`src/hw/rtl/ptpc_pkg.sv`:
```
// Package for the triac phase PID regulator.
// Holds item and stage types, register indexes and fixed-point constants.
// No dependencies.
package ptpc_pkg;

	localparam int CHANNELS = 3;
	localparam int CH_W     = 2;
	localparam int TEMP_W   = 14;
	localparam int ERR_W    = 15;
	localparam int DIFF_W   = 16;
	localparam int SUM_W    = 32;
	localparam int GAIN_W   = 32;
	localparam int PWR_W    = 11;
	localparam int DLY_W    = 14;
	localparam int ADDR_W   = 4;
	localparam int DATA_W   = 32;

	localparam int PTERM_W  = GAIN_W + 1 + ERR_W;
	localparam int ITERM_W  = GAIN_W + 1 + SUM_W;
	localparam int DTERM_W  = GAIN_W + 1 + DIFF_W;
	localparam int ILIM_W   = 52;
	localparam int ACC_W    = 53;
	localparam int FRAC_W   = 24;

	localparam logic [PWR_W-1:0] FULL_SCALE = 11'd1600;
	localparam logic [17:0] DELAY_STEP = 18'd100;
	localparam logic signed [ILIM_W-1:0] INT_LIMIT = 52'sh4_0000_0000_0000;
	localparam logic signed [ACC_W-1:0] POWER_LIMIT = 53'sd1600 <<< FRAC_W;

	localparam logic [GAIN_W-1:0] KP_RESET = 32'd6710886;
	localparam logic [GAIN_W-1:0] KI_RESET = 32'd839;
	localparam logic [GAIN_W-1:0] KD_RESET = 32'd50332;

	typedef enum logic [1:0] {
		REG_KP = 2'd0,
		REG_KI = 2'd1,
		REG_KD = 2'd2
	} reg_idx_t;

	typedef struct packed {
		logic [GAIN_W-1:0] kp;
		logic [GAIN_W-1:0] ki;
		logic [GAIN_W-1:0] kd;
	} gains_t;

	typedef struct packed {
		logic [CH_W-1:0]          channel;
		logic signed [TEMP_W-1:0] setpoint;
		logic signed [TEMP_W-1:0] measured_temp;
	} sample_t;

	typedef struct packed {
		logic [CH_W-1:0]          channel;
		logic                     oob;
		logic signed [ERR_W-1:0]  err;
		logic signed [SUM_W-1:0]  sum;
		logic signed [DIFF_W-1:0] diff;
	} err_stage_t;

	typedef struct packed {
		logic [CH_W-1:0]           channel;
		logic                      oob;
		logic signed [PTERM_W-1:0] pterm;
		logic signed [ITERM_W-1:0] iterm;
		logic signed [DTERM_W-1:0] dterm;
	} prod_stage_t;

endpackage

```
`src/hw/rtl/ptpc_state.sv`:
```
// Input register, per-channel error sum and last error, error stage register.
// Depends on ptpc_pkg.
module ptpc_state import ptpc_pkg::*; (
	input  logic       clk,
	input  logic       arst_n,
	input  logic       in_valid,
	output logic       in_ready,
	input  sample_t    in_data,
	output logic       s2_valid,
	input  logic       s2_ready,
	output err_stage_t s2_data
);

	logic                                valid_s1;
	sample_t                             data_s1;
	logic                                valid_s2;
	err_stage_t                          data_s2;
	logic [CHANNELS-1:0][SUM_W-1:0]      err_sum_q;
	logic [CHANNELS-1:0][ERR_W-1:0]      last_err_q;

	logic                     ready_s1;
	logic                     ready_s2;
	logic                     adv;
	logic                     oob;
	logic signed [ERR_W-1:0]  err;
	logic signed [SUM_W:0]    sum_wide;
	logic signed [SUM_W-1:0]  sum_sat;
	logic signed [DIFF_W-1:0] diff;
	logic signed [SUM_W-1:0]  sum_old;
	logic signed [ERR_W-1:0]  last_old;

	assign ready_s2 = !valid_s2 || s2_ready;
	assign ready_s1 = !valid_s1 || ready_s2;
	assign in_ready = ready_s1;
	assign adv      = valid_s1 && ready_s2;
	assign s2_valid = valid_s2;
	assign s2_data  = data_s2;

	assign oob      = data_s1.channel >= CH_W'(CHANNELS);
	assign sum_old  = oob ? '0 : $signed(err_sum_q[data_s1.channel]);
	assign last_old = oob ? '0 : $signed(last_err_q[data_s1.channel]);
	assign err      = ERR_W'(data_s1.setpoint) - ERR_W'(data_s1.measured_temp);
	assign sum_wide = (SUM_W+1)'(sum_old) + (SUM_W+1)'(err);
	assign diff     = DIFF_W'(err) - DIFF_W'(last_old);

	always_comb begin
		if (sum_wide[SUM_W] != sum_wide[SUM_W-1])
			sum_sat = sum_wide[SUM_W] ? {1'b1, {(SUM_W-1){1'b0}}} : {1'b0, {(SUM_W-1){1'b1}}};
		else
			sum_sat = sum_wide[SUM_W-1:0];
	end

	always_ff @(posedge clk or negedge arst_n) begin
		if (!arst_n) begin
			valid_s1   <= 1'b0;
			valid_s2   <= 1'b0;
			err_sum_q  <= '0;
			last_err_q <= '0;
		end else begin
			if (ready_s1)
				valid_s1 <= in_valid;
			if (ready_s2)
				valid_s2 <= valid_s1;
			if (adv && !oob) begin
				err_sum_q[data_s1.channel]  <= sum_sat;
				last_err_q[data_s1.channel] <= err;
			end
		end
	end

	always_ff @(posedge clk) begin
		if (in_valid && ready_s1)
			data_s1 <= in_data;
		if (adv) begin
			data_s2.channel <= data_s1.channel;
			data_s2.oob     <= oob;
			data_s2.err     <= err;
			data_s2.sum     <= sum_sat;
			data_s2.diff    <= diff;
		end
	end

`ifndef SYNTHESIS
	a_stall_holds: assert property (@(posedge clk) disable iff (!arst_n)
		valid_s2 && !s2_ready |=> valid_s2 && $stable(data_s2))
		else $error("error stage changed while stalled");

	a_oob_no_update: assert property (@(posedge clk) disable iff (!arst_n)
		adv && oob |=> $stable(err_sum_q) && $stable(last_err_q))
		else $error("out of range channel changed state");

	a_last_err_written: assert property (@(posedge clk) disable iff (!arst_n)
		adv && !oob |=> last_err_q[$past(data_s1.channel)] == $past(err))
		else $error("last error not updated");

	a_no_update_idle: assert property (@(posedge clk) disable iff (!arst_n)
		!adv |=> $stable(err_sum_q))
		else $error("error sum changed without an item");
`endif

endmodule

```
`config.mk`:
```
export PLATFORM = sky130hd
export DESIGN_NAME = ptpc_state
export DESIGN_NICKNAME = d
export VERILOG_FILES = /design/src/hw/rtl/ptpc_pkg.sv /design/src/hw/rtl/ptpc_state.sv
export SDC_FILE = /design/constraint.sdc
export NUM_CORES = 1
export LEC_CHECK = 0
export BUFFER_PORTS_ARGS = -buffer_cell sky130_fd_sc_hd__buf_2
export CAP_MARGIN = 20
export CELL_PAD_IN_SITES_DETAIL_PLACEMENT = 1
export CELL_PAD_IN_SITES_GLOBAL_PLACEMENT = 2
export CORE_MARGIN = 2
export CORE_UTILIZATION = 24
export DETAILED_ROUTE_END_ITERATION = 6
export MAX_ROUTING_LAYER = met4
export PLACE_DENSITY_LB_ADDON = 0.3
export REMOVE_ABC_BUFFERS = 1
export SKIP_LAST_GASP = 1
export SLEW_MARGIN = 20
export SYNTH_ARGS = -nofsm -noshare
export SYNTH_HDL_FRONTEND = slang
export SYNTH_SLANG_ARGS = --single-unit
```
`constraint.sdc`:
```
create_clock -name clk -period 16.9 [get_ports clk]
set_clock_uncertainty 0.1 [all_clocks]
set_input_delay 1.69 -clock clk [delete_from_list [all_inputs] [get_ports clk]]
set_output_delay 1.69 -clock clk [all_outputs]
set_load 0.05 [all_outputs]
```
== Yosys cells after proc, flatten, opt, wreduce, memory -nomap -nowiden ==
Cells that the tools add are included.

* Bits in registers: 239
* Bits of input ports: 34
* Output and inout port bits: 68
* Word-level logic and storage cells: 46

* $add $sub $neg: 3
* Magnitude comparators: 3
* Eq/ne operators: 1
* Muxes and demuxes: 14
* Reductions and logical operators: 9

{| class="wikitable"
|+ Operators by type and width
! cell !! count
|-
| $mux 32 || 5
|-
| $bwmux 96 || 1
|-
| $bmux 32 s2 || 1
|-
| $demux 32 s2 || 1
|-
| $bwmux 45 || 1
|-
| $mux 15 || 3
|-
| $add 32x15->33 || 1
|-
| $bmux 15 s2 || 1
|-
| $demux 15 s2 || 1
|-
| $sub 15x15->16 || 1
|-
| $sub 14x14->15 || 1
|-
| $logic_and 1x1->1 || 4
|-
| $logic_not 1->1 || 3
|-
| $lt 2x3->1 const B || 1
|-
| $ge 2x1->1 const B || 1
|-
| $ge 2x2->1 const B || 1
|-
| $logic_or 1x1->1 || 2
|-
| $ne 1x1->1 || 1
|}

== Logic depth before layout (Yosys ltp) ==
Gate-level depths: netlist (run 1).

* Word-level depth: 7
* Depth in mapped cells: 26
* Gate-level depth less buffers: 23

== Worst setup path after synthesis (run 1) ==
No wires, ideal clock.

* Path type: register to register
* From: register data_s1[16] (netlist bit)
* To: register data_s2, in the netlist s2_data[18], data pin
* Setup time: 260 ps
* Arrival: 4988 ps
* Required time: 16540 ps
* Slack: 11552 ps
* Cell stages (with the launch flop): 23
* Buffers on the path: 3
* Period minus slack after synthesis: 5348 ps
* Cell sequence: edfxtp_1 -> ha_1 -> nor2b_1 -> o2111a_1 -> or3_1 -> a21o_1 -> a21o_1 -> a21oi_1 -> o211ai_1 -> a21boi_0 -> inv_1 -> ha_1 -> clkbuf_1 -> nand4_1 -> nor2_1 -> and3b_1 -> a221oi_1 -> nand2_1 -> or3_1 -> a211oi_4 -> buf_4 -> buf_2 -> nor2_1

* Longest elaborated chain between the ends: 4
* Elaborated cells on any way between the ends: 5
* Those cells by class: add/sub (2); eq/ne (1); mux (2)

{| class="wikitable"
|+ Ends and longest elaborated chain
! item !! line !! text
|-
| start, declared || ptpc_state.sv:15 || <nowiki>sample_t data_s1;</nowiki>
|-
| start signal, assigned || ptpc_state.sv:73 || <nowiki>data_s1 <= in_data;</nowiki>
|-
| $sub 14x14->15 * || ptpc_state.sv:42 || <nowiki>assign err = ERR_W'(data_s1.setpoint) - ERR_W'(data_s1.measured_temp);</nowiki>
|-
| named net err[14] || ptpc_state.sv:25 || <nowiki>logic signed [ERR_W-1:0] err;</nowiki>
|-
| $add 32x15->33 * || ptpc_state.sv:43 || <nowiki>assign sum_wide = (SUM_W+1)'(sum_old) + (SUM_W+1)'(err);</nowiki>
|-
| $mux 32 or $ne 1x1->1 (tied branches) || ptpc_state.sv:48, ptpc_state.sv:47 ||
|-
| $mux 32 * || ptpc_state.sv:47 || <nowiki>if (sum_wide[SUM_W] != sum_wide[SUM_W-1])</nowiki>
|-
| named net sum_sat[2] || ptpc_state.sv:27 || <nowiki>logic signed [SUM_W-1:0] sum_sat;</nowiki>
|-
| end, declared || ptpc_state.sv:17 || <nowiki>err_stage_t data_s2;</nowiki>
|}

Mark *: on every way through the listed nets, which the timed path passes. The rest lies on a longest branch.
A chain may end at the register's enable or synchronous reset.

== Worst setup path in the final report (run 1) ==
* From: register data_s1[0] (netlist bit)
* To: register err_sum_q[74] (netlist bit)

* Longest elaborated chain between the ends: 5
* Elaborated cells on any way between the ends: 6
* Those cells by class: add/sub (2); eq/ne (1); mux (3)

{| class="wikitable"
|+ Ends and longest elaborated chain
! item !! line !! text
|-
| $sub 14x14->15 * || ptpc_state.sv:42 ||
|-
| named net err[14] || ptpc_state.sv:25 ||
|-
| $add 32x15->33 * || ptpc_state.sv:43 ||
|-
| $mux 32 or $ne 1x1->1 (tied branches) || ptpc_state.sv:48, ptpc_state.sv:47 ||
|-
| $mux 32 * || ptpc_state.sv:47 ||
|-
| named net sum_sat[10] || ptpc_state.sv:27 ||
|-
| $bwmux 96 * || ptpc_state.sv:65 || <nowiki>err_sum_q[data_s1.channel] <= sum_sat;</nowiki>
|-
| end signal, assigned by index || ptpc_state.sv:65 ||
|-
| end, declared || ptpc_state.sv:18 || <nowiki>logic [CHANNELS-1:0][SUM_W-1:0] err_sum_q;</nowiki>
|}

Marks and branches as above.

==> results.txt, run 1 <==
----------------------------------------------------
[Die]
  Width of the die ... 232 um
  Ports placed on the boundary ... 102
  Starting density of the core ... 24.3%
  Standard-cell rows ... 83
  Core Area ... 0.0514 sq mm
  DIE HEIGHT ... 232 um
  Die area ... 0.0538 sq mm

[Setup path]
  Crit path capture type ... flip-flop
  Critical path's most frequent cell ... a21o_1
  Max FO, Critical Path ... 20
  Arrival time reported for the critical path endpoint ... 7150 ps
  Cell-by-cell listing of the critical path ... ha_1 -> fa_1 -> nor2b_1 -> o2111a_1 -> or3_1 -> a21o_1 -> a21o_1 -> a21oi_1 -> o211ai_1 -> a21boi_0 -> inv_1 -> ha_1 -> a21oi_1 -> o21ai_0 -> nor2b_1 -> o21ai_0 -> a21o_1 -> nand2_1 -> or3_1 -> a211oi_4 -> buf_4 -> o21ai_1 -> mux2_2
  Largest stage delay, worst path ... 650 ps
  Startpoint type of the worst setup path ... flip-flop
  Crit Path Class ... flip-flop to flip-flop
  Reg-to-reg setup timing slack ... 10080 ps
  Data required time at the worst endpoint ... 17230 ps
  Library cell contributing the largest single delay on the critical path ... a211oi_4

[Logic synthesis]
  Post-Syn Area ... 0.0125 sq mm
  Share of the yosys chip area belonging to registers ... 51.8%
  Number of flops mapped to enable cells by yosys ... 96
  Predominant post-synthesis flop cell ... dfrtp_1
  Synthesized area per cell ... 9.85 sq um
  Synth warnings ... 0
  Count of distinct cell types in the synthesized netlist ... 61
  Number of instances in the synthesized netlist ... 1267
  #FFs+latches synth ... 239
  FFs w/ async S/R, synth ... 59.8%

[Global route]
  Global-route wire length before repair ... 61.0 mm
  Vias in the first global route ... 10400
  Maximum number of pins on one net before global-route repair ... 98
  Gr ovfl total ... 0
  Number of antenna violations at the first check in global routing ... 0
  Total global-route track usage ... 14.9%

[Timing]
  Hold Violations, Final ... 0
  Final count of pins violating max slew ... 0
  RSZ-0062 raised after global routing ... false
  Period Utilization, post-route ... 40.4%
  Relative slew slack ... 30.5%
  Max frequency ... 147 MHz
  Final critical delay including setup and external delays ... 6820 ps
  Accumulated negative setup slack ... 0 ps
  Least-Margin Pin Slew ... 1040 ps
  Finish-stage setup viols ... 0

[Power]
  Total power divided by cell area ... 191 mW/mm^2
  VDD IR-drop max ... 89.5 uV
  Lkg Pwr ... 6.46 nW

[CTS]
  Worst-skew pair later-pin latency ... 570 ps
  CTS resizes ... 0
  Number of post-CTS setup repair buffers ... 0
  CTS hold repair buffers ... 0
  Clock tree sinks ... 239
  Clock-pin slew of the registers on the worst-case setup and hold paths ... 60 ps
  H-tree depth ... 1
  Number of buffers on the longest clock path ... 3
  Clock Root Buffer ... clkbuf_16
  Clock buffers created by TritonCTS ... 29
  CTS tree ... built

[Finish]
  Most common cell after layout, fill and taps aside ... nand2_1
  Area growth syn-to-layout ... 18.1%
  Antenna Cells ... 0
  Most used cells in the layout excluding fill and tap cells ... 237 x nand2_1, 151 x o21ai_0, 143 x dfrtp_1, 100 x buf_2, 96 x edfxtp_1
  Post-layout utilization of the core ... 28.7%
  Share of cells above drive strength 1 ... 14.2%
  Final net count ... 1462
  # fillers ... 5892

[Detailed routing]
  Detail-routed via count per cell ... 4.62
  Initial DRC Count ... 467
  Final routed DRC violation total ... 0
  Routed wirelength normalized by instance count ... 18.3 um
  Count of nets left with antenna violations after detail routing ... 0
  Total length of routed wires ... 38.0 mm
  Vias ... 9561
  First-pass detailed-route iteration total ... 5

[Placement]
  RD Place Congestion ... 0.803
  HPWL Detailed ... 25.9 mm
  # port buffers ... 101

[Hold path]
  Tightest Hold Check Type ... flip-flop to flip-flop

[Job]
  Max Cap Viol ... 0

[Status]
  Run status ... complete, no violations

----------------------------------------------------
critical path, delay by kind of cell (launching register included):
kind	cells	cell delay, ps
compound gates	12	2800
fa+ha+maj	3	1210
simple gates	5	1050
buf+inv	2	870
flops	1	370
mux	1	300
layout make-up:
cell class / count / area, sq um / share of cell area (%)
flip-flops and latches: 239 / 6460 / 43.9
multi-input cells: 918 / 5620 / 38.1
well taps: 680 / 851 / 5.78
clock buffers: 42 / 837 / 5.68
repair buffers: 125 / 692 / 4.70
inverters: 55 / 208 / 1.41
clock inverters: 11 / 65.1 / 0.442
sequential cells by signal (all words and copies together), names as in the netlist:
signal	count
s2_data	66
data_s1	30
err_sum_q	96
last_err_q	45
valid_s1	1
s2_valid	1
power by group:
group	internal, W	leakage (nW)	switching, W	total (W)
registers	0.000859	2.69	0.0000957	0.000955
logic	0.000393	3.33	0.000863	0.00126
clock network	0.000343	0.440	0.000252	0.000595
cells by family (layout without fill, tap and decap cells):
kind of cell	after synthesis	in the layout	synth area share, %
compound gates	337	337	16.0
xor+xnor	43	43	3.02
fa+ha+maj	60	60	6.20
buf+inv	110	233	3.39
flops	239	239	51.8
mux	63	63	5.20
simple gates	415	415	14.4
path summary, 6_finish.rpt:
path | cells past startpoint | from | end
worst max-delay path | 23 | data_s1[0]$_DFFE_PP_ | err_sum_q[74]$_DFFE_PN0P_
worst min-delay path | 2 | last_err_q[23]$_DFFE_PN0P_ | last_err_q[23]$_DFFE_PN0P_
worst max register to register | 23 | data_s1[0]$_DFFE_PP_ | err_sum_q[74]$_DFFE_PN0P_
worst min register to register | 2 | last_err_q[23]$_DFFE_PN0P_ | last_err_q[23]$_DFFE_PN0P_
max in group asynchronous | 2 | arst_n | err_sum_q[74]$_DFFE_PN0P_
min in group asynchronous | 1 | arst_n | err_sum_q[85]$_DFFE_PN0P_
synthesized netlist by cell type (3+ instances only):
| cell | instances | share of area [%] |
|---|---|---|
| nand2b_1 | 13 | 0.65 |
| a21boi_0 | 4 | 0.24 |
| buf_2 | 5 | 0.20 |
| mux2_2 | 15 | 1.4 |
| o221ai_1 | 3 | 0.21 |
| ha_1 | 57 | 5.7 |
| o21bai_1 | 8 | 0.48 |
| a211oi_1 | 3 | 0.18 |
| xor2_1 | 12 | 0.84 |
| dfrtp_1 | 143 | 29 |
| and2_1 | 8 | 0.40 |
| nand3_1 | 9 | 0.36 |
| a21oi_1 | 84 | 3.4 |
| nand4_1 | 5 | 0.25 |
| or2_2 | 4 | 0.20 |
| o211ai_1 | 16 | 0.96 |
| or3_1 | 10 | 0.50 |
| clkbuf_1 | 44 | 1.3 |
| o21ai_0 | 151 | 6.1 |
| xnor2_1 | 31 | 2.2 |
| nor2b_1 | 13 | 0.65 |
| a21o_1 | 14 | 0.84 |
| edfxtp_1 | 96 | 23 |
| a221oi_1 | 3 | 0.21 |
| o21a_1 | 6 | 0.36 |
| buf_1 | 5 | 0.15 |
| fa_1 | 3 | 0.48 |
| o31ai_1 | 3 | 0.18 |
| nor3_1 | 15 | 0.60 |
| nand2_1 | 239 | 7.2 |
| mux2i_1 | 48 | 3.9 |
| a31oi_1 | 6 | 0.30 |
| inv_1 | 53 | 1.6 |
| a22o_1 | 15 | 1.1 |
| nor2_1 | 83 | 2.5 |
| and3_1 | 6 | 0.30 |
per-stage QoR:
stage | cell area (sq um) | hold WS, ps | total power (W) | cells | setup WS, ps
after CTS | 14700 | 376 | 0.00286 | 2070 | 10000
after detailed placement | 13800 | 362 | 0.00224 | 2017 | 10070
after global routing | 14700 | 392 | 0.00304 | 2070 | 9400
after global placement | 13800 | 357 | 0.00223 | 2017 | 10220
final | 14700 | 372 | 0.00281 | 2070 | 10080
after floorplan | 12300 | 345 | 0.00184 | 1212 | 9590
metal layers:
layer	global-route usage, %	vias up	part of all wire [%]
met4	3.59	0	1.8
li1	-	4666	-
met5	-	-	0
met3	1.82	40	3.1
met2	24.1	110	47
met1	19.8	4745	48
(Power assumes the default switching activity.)
==> run 2, diff against run 1 <==
==> constraint.sdc (replaced) <==
create_clock -name clk -period 5.75 [get_ports clk]
set_clock_uncertainty 0.1 [all_clocks]
set_input_delay 0.575 -clock clk [delete_from_list [all_inputs] [get_ports clk]]
set_output_delay 0.575 -clock clk [all_outputs]
set_load 0.05 [all_outputs]
==> run 2 against run 1 <==
Cell count is 2.0% higher. Sequential share of layout area shrank 1.6 points. Critical path type unchanged. Largest power group unchanged. Sequential power grew to 2.9 times the previous value. Largest cell class unchanged.
==> results.txt, run 2 (synthesis results as in run 1) <==
----------------------------------------------------
[Status]
  Run status ... complete, no violations

[Finish]
  Register containing the most flip-flops in the final layout ... err_sum_q
  Area growth syn-to-layout ... 22.6%
  Final net count ... 1501
  Flip-flop count of the largest register after layout ... 96
  Most used cells in the layout excluding fill and tap cells ... 237 x nand2_1, 148 x o21ai_0, 143 x dfrtp_1, 100 x buf_2, 96 x edfxtp_1
  Antenna Cells ... 0
  Most common cell after layout, fill and taps aside ... nand2_1
  Share of cells above drive strength 1 ... 17.7%

[Die]
  Standard-cell rows ... 83
  Die area ... 0.0538 sq mm
  Width of the die ... 232 um
  Starting density of the core ... 24.3%
  DIE HEIGHT ... 232 um
  Core Area ... 0.0514 sq mm
  Ports placed on the boundary ... 102

[Power]
  VDD IR-drop max ... 238 uV
  Lkg Pwr ... 6.75 nW
  Total power divided by cell area ... 577 mW/mm^2

[Setup path]
  Startpoint type of the worst setup path ... flip-flop
  Largest stage delay, worst path ... 480 ps
  Max FO, Critical Path ... 12
  Crit path capture type ... flip-flop
  Cell-by-cell listing of the critical path ... ha_1 -> nor2b_2 -> o2111a_1 -> or3_1 -> a21o_1 -> a21oi_1 -> xnor2_1 -> ha_1 -> nand2_1 -> nor4b_1 -> a21oi_1 -> nor2_1 -> o31a_1 -> o2111a_1 -> o21a_1 -> o211ai_1 -> buf_4 -> a21oi_1 -> inv_1
  Critical path's most frequent cell ... a21oi_1
  Data required time at the worst endpoint ... 5970 ps
  Number of buffers and inverters on the critical path ... 2
  Family of cells with the greatest summed delay on the critical path ... compound AO/OA/AOI/OAI gates
  Crit Path Class ... flip-flop to flip-flop
  Arrival time reported for the critical path endpoint ... 5610 ps
  Library cell contributing the largest single delay on the critical path ... nor4b_1

[Timing]
  Max frequency ... 186 MHz
  Relative slew slack ... 34.4%
  Finish-stage setup viols ... 0
  Final hold slack ... 57.5 ps
  Accumulated negative setup slack ... 0 ps
  Period Utilization, post-route ... 93.7%
  Final count of pins violating max slew ... 0
  Final critical delay including setup and external delays ... 5390 ps
  Hold Violations, Final ... 0
  Least-Margin Pin Slew ... 981 ps

[CTS]
  H-tree depth ... 1
  Clock tree sinks ... 239
  Clock Root Buffer ... clkbuf_16
  Number of buffers on the longest clock path ... 3
  Worst-skew pair later-pin latency ... 590 ps
  Clock-pin slew of the registers on the worst-case setup and hold paths ... 60 ps
  Clock buffers created by TritonCTS ... 30
  CTS tree ... built

[Placement]
  RD Place Congestion ... 0.818
  # port buffers ... 101
  HPWL Detailed ... 28.0 mm

[Job]
  Max Cap Viol ... 0

[Global route]
  Maximum number of pins on one net before global-route repair ... 55
  Number of antenna violations at the first check in global routing ... 0
  Global-route wire length before repair ... 63.0 mm
  Vias in the first global route ... 10500
  Total global-route track usage ... 15.5%
  Gr ovfl total ... 0

[Detailed routing]
  Count of nets left with antenna violations after detail routing ... 0
  Vias ... 9829
  Met3 routed WL ... 1.00 mm
  First-pass detailed-route iteration total ... 5
  Met2 Routed Length ... 19.6 mm
  Detail-routed via count per cell ... 4.66
  Routed wirelength normalized by instance count ... 19.1 um
  Routed length on met1 ... 19.1 mm
  Final routed DRC violation total ... 0
  Initial DRC Count ... 505
  Top Metal Used ... met4
  Total length of routed wires ... 40.3 mm

[Hold path]
  Tightest Hold Check Type ... input port to flip-flop

----------------------------------------------------
[run 2: changes by cell type in the layout (fill, tap and decap cells not counted), sizes merged]
| cell | change |
|---|---|
| bufinv | +7 |
| clkinvlp | +1 |
| dlygate4sd3 | +1 |
| clkinv | +1 |
| clkbuf | -5 |
| buf | +36 |
[run 2: final timing paths]
path | startpoint | to | slack, ps | cells past startpoint
worst max register to register | data_s1[16]$_DFFE_PP_ | s2_data[31]$_DFFE_PP_ | 360 | 19
worst max-delay path | data_s1[16]$_DFFE_PP_ | s2_data[31]$_DFFE_PP_ | 360 | 19
worst min register to register | last_err_q[26]$_DFFE_PN0P_ | last_err_q[26]$_DFFE_PN0P_ | 380 | 2
worst min-delay path | in_data[7] | data_s1[7]$_DFFE_PP_ | 60 | 1
min in group asynchronous | arst_n | err_sum_q[85]$_DFFE_PN0P_ | 430 | 2
max in group asynchronous | arst_n | last_err_q[2]$_DFFE_PN0P_ | 3960 | 3
[run 2: routing by layer]
metal / up-vias / track usage (%)
met5: - / -
met3: 32 / 1.56
li1: 4740 / -
met4: 0 / 3.33
met1: 4950 / 20.3
met2: 107 / 26.1
[run 2: final cells by class]
type	instances	area, sq um
Clock buffer	36	783
Tap cell	680	851
Multi-Input combinational cell	918	5680
Inverter	55	208
Fill cell	5852	36100
Clock inverter	20	285
Sequential cell	239	6460
Timing Repair Buffer	163	1030
[run 2: repair_timing]
| action | 4_1_cts | 5_1_grt |
|---|---|---|
| resized for setup | 3 | 17 |
| setup endpoints to repair | 115 | 124 |
| cloned | 0 | 1 |
| hold endpoints to repair | 51 | 0 |
| hold buffers | 1 | 0 |
| buffers inserted | 0 | 2 |
| pin swaps | 0 | 2 |
[run 2: stage by stage]
step	cell area (sq um)	utilization [%]	std cells	setup WS (ps)	power [W]
after floorplan	12300	-	1212	-1560	0.00540
after global placement	14100	27.5	2051	-70.2	0.00669
after detailed placement	14100	27.5	2051	-176	0.00676
after CTS	15200	29.6	2108	114	0.00891
after global routing	15300	29.8	2111	-17.5	0.00950
final	15300	29.8	2111	364	0.00882
[run 2: power breakdown]
group	leakage, nW	switching, W	internal, W
sequential	2.69	0.000289	0.00253
clock	0.516	0.000781	0.00128
combinational	3.54	0.00261	0.00134
[run 2: worst register-to-register path: cells and delay by family (launching register included)]
family / cells / cell delay (ps)
xor+xnor: 1 / 140
flops: 1 / 360
buf+inv: 2 / 300
compound gates: 9 / 1980
simple gates: 5 / 1490
fa+ha+maj: 2 / 740
==> run 3, diff against run 2 <==
==> constraint.sdc (replaced) <==
create_clock -name clk -period 4.4 [get_ports clk]
set_clock_uncertainty 0.1 [all_clocks]
set_input_delay 0.44 -clock clk [delete_from_list [all_inputs] [get_ports clk]]
set_output_delay 0.44 -clock clk [all_outputs]
set_load 0.05 [all_outputs]
==> run 3 against run 2 <==
The run now ends with negative setup slack left. Wire length grew 8.6%. Via count up 10%. Sequential power grew 31%. Cell count grew 12%. Critical path type unchanged. Sequential cell count is the same. Design area increased by 22%.
==> results.txt, run 3 (synthesis results as in run 1) <==
----------------------------------------------------
[Detailed routing]
  Total length of routed wires ... 43.8 mm
  Vias ... 10900
  Detail-routed via count per cell ... 4.61
  Routed wirelength normalized by instance count ... 18.6 um
  Initial DRC Count ... 472
  First-pass detailed-route iteration total ... 4
  Final routed DRC violation total ... 0
  Count of nets left with antenna violations after detail routing ... 0

[Setup path]
  Reg-to-reg setup timing slack ... -900 ps
  Crit path capture type ... flip-flop
  Max FO, Critical Path ... 7
  Family of cells with the greatest summed delay on the critical path ... compound AO/OA/AOI/OAI gates
  Number of cell instances on the worst register-to-register path ... 25
  Data required time at the worst endpoint ... 4780 ps
  Largest stage delay, worst path ... 420 ps
  Crit Path Class ... flip-flop to flip-flop
  Worst reg2reg endpoint ... err_sum_q[93]$_DFFE_PN0P_
  Arrival time reported for the critical path endpoint ... 5680 ps
  Library cell contributing the largest single delay on the critical path ... edfxtp_1
  Startpoint type of the worst setup path ... flip-flop
  Critical path's most frequent cell ... o211ai_1
  Number of buffers and inverters on the critical path ... 6
  Worst R2R Start ... data_s1[0]$_DFFE_PP_

[Status]
  Violated checks ... negative setup slack
  Run status ... finished, violations left

[CTS]
  Clock-pin slew of the registers on the worst-case setup and hold paths ... 60 ps
  Clock buffers created by TritonCTS ... 29
  Worst-skew pair later-pin latency ... 570 ps
  Clock tree sinks ... 239
  H-tree depth ... 1
  Number of buffers on the longest clock path ... 3
  Clock Root Buffer ... clkbuf_16
  CTS tree ... built

[Die]
  Ports placed on the boundary ... 102
  Core Area ... 0.0514 sq mm
  Die area ... 0.0538 sq mm
  DIE HEIGHT ... 232 um
  Width of the die ... 232 um
  Standard-cell rows ... 83
  Starting density of the core ... 24.3%

[Hold path]
  End point of the worst hold path ... s2_valid$_DFFE_PN0P_
  Tightest Hold Check Type ... input port to flip-flop
  Hold path depth ... 3
  Worst min-delay path startpoint ... s2_ready

[Power]
  Lkg Pwr ... 8.26 nW
  Switching share of power ... 41.3%
  Share of power burned in combinational logic ... 54.9%
  Share of total power in the clock network ... 19.0%
  VDD IR-drop max ... 318 uV
  Overall power ... 0.0141 W
  Proportion of power drawn by flip-flops and latches ... 26.1%
  Switching power summed over all nets ... 0.00585 W
  Design internal power ... 0.00830 W
  Total power divided by cell area ... 756 mW/mm^2

[Global route]
  Number of antenna violations at the first check in global routing ... 0
  Vias in the first global route ... 11900
  Total global-route track usage ... 17.0%
  Global-route wire length before repair ... 69.3 mm
  Maximum number of pins on one net before global-route repair ... 87
  Gr ovfl total ... 0

[Timing]
  Period Utilization, post-route ... 120%
  Relative slew slack ... 29.5%
  Setup WS post-layout ... -899 ps
  Final critical delay including setup and external delays ... 5300 ps
  Final count of pins violating max slew ... 0
  Accumulated negative setup slack ... -99890 ps
  RSZ-0062 raised after global routing ... true
  Hold Violations, Final ... 0
  Least-Margin Pin Slew ... 1060 ps
  Max frequency ... 189 MHz
  Finish-stage setup viols ... 128

[Finish]
  Flip-flop count of the largest register after layout ... 96
  Register containing the most flip-flops in the final layout ... err_sum_q
  Final net count ... 1745
  Design area ... 0.0187 sq mm
  Most used cells in the layout excluding fill and tap cells ... 227 x nand2_1, 226 x buf_4, 143 x dfrtp_1, 101 x buf_2, 96 x edfxtp_1
  Area growth syn-to-layout ... 49.9%
  Most common cell after layout, fill and taps aside ... nand2_1
  Antenna Cells ... 0
  Share of cells above drive strength 1 ... 37.3%
  # fillers ... 5747

[Placement]
  RD Place Congestion ... 0.827
  HPWL Detailed ... 30.3 mm
  Dpl cell area ... 0.0156 sq mm
  # port buffers ... 101

[Job]
  Max Cap Viol ... 0

----------------------------------------------------
[run 3: cell types whose count changed in the layout (fill, tap and decap cells not counted), sizes merged]
cell and delta:
buf +215, dlygate4sd3 +31, clkbuf -4, clkinv -3
clkinvlp +2, inv +2
[run 3: worst register-to-register path, delay by kind of cell (launching register included)]
family | cells | cell delay, ps
buf+inv | 6 | 1060
simple gates | 6 | 830
fa+ha+maj | 3 | 780
flops | 1 | 420
compound gates | 10 | 2020
[run 3: cell type report]
class / instances / area (sq um) / share of cell area, %
Clock buffer: 33 / 772 / 4.13
Clock inverter: 21 / 297 / 1.59
Inverter: 55 / 213 / 1.14
Multi-Input combinational cell: 918 / 6790 / 36.3
Sequential cell: 239 / 6460 / 34.6
Tap cell: 680 / 851 / 4.55
Timing Repair Buffer: 408 / 3320 / 17.7
[run 3: worst max path at each step]
stage / startpoint / end / slack [ps] / depth (start not counted)
2_1_floorplan: data_s1[29]$_DFFE_PP_ / err_sum_q[12]$_DFFE_PN0P_ / -2910 / 16
3_3_place_gp: data_s1[0]$_DFFE_PP_ / s2_data[45]$_DFFE_PP_ / -1250 / 23
3_5_place_dp: data_s1[0]$_DFFE_PP_ / s2_data[45]$_DFFE_PP_ / -1390 / 24
4_1_cts: data_s1[14]$_DFFE_PP_ / err_sum_q[19]$_DFFE_PN0P_ / -730 / 24
5_1_grt: data_s1[0]$_DFFE_PP_ / err_sum_q[93]$_DFFE_PN0P_ / -1080 / 25
6_report: data_s1[0]$_DFFE_PP_ / err_sum_q[93]$_DFFE_PN0P_ / -900 / 25
[run 3: power by group through the flow]
stage	clock, W	sequential [W]	combinational [W]
final	0.00269	0.00369	0.00776
after CTS	0.00278	0.00370	0.00746
after global placement	0	0.00371	0.00603
after detailed placement	0	0.00373	0.00614
after floorplan	0	0.00444	0.00262
after global routing	0.00286	0.00379	0.00842
[run 3: metal layers]
metal / vias up / track usage [%] / part of all wire (%)
met5: - / - / 0
met4: 0 / 3.95 / 2.0
met3: 55 / 1.84 / 2.4
met2: 112 / 28.6 / 48
met1: 5439 / 22.0 / 47
li1: 5254 / - / -
[run 3: what timing repair did]
action,in CTS,in global routing
cloned,7,0
gates resized for setup,298,79
setup buffers,36,6
hold endpoints to repair,116,0
setup endpoints to repair,130,132
hold buffers,32,0
pin swaps,71,49
[run 3: metrics by stage]
stage	instances	hold WS (ps)	util, %	setup WS (ps)
final	2354	102	36.4	-899
after global routing	2354	101	36.4	-1080
after CTS	2353	71.9	35.9	-727
after detailed placement	2242	363	30.4	-1390
after global placement	2242	358	30.4	-1250
after floorplan	1212	44.4	-	-2910
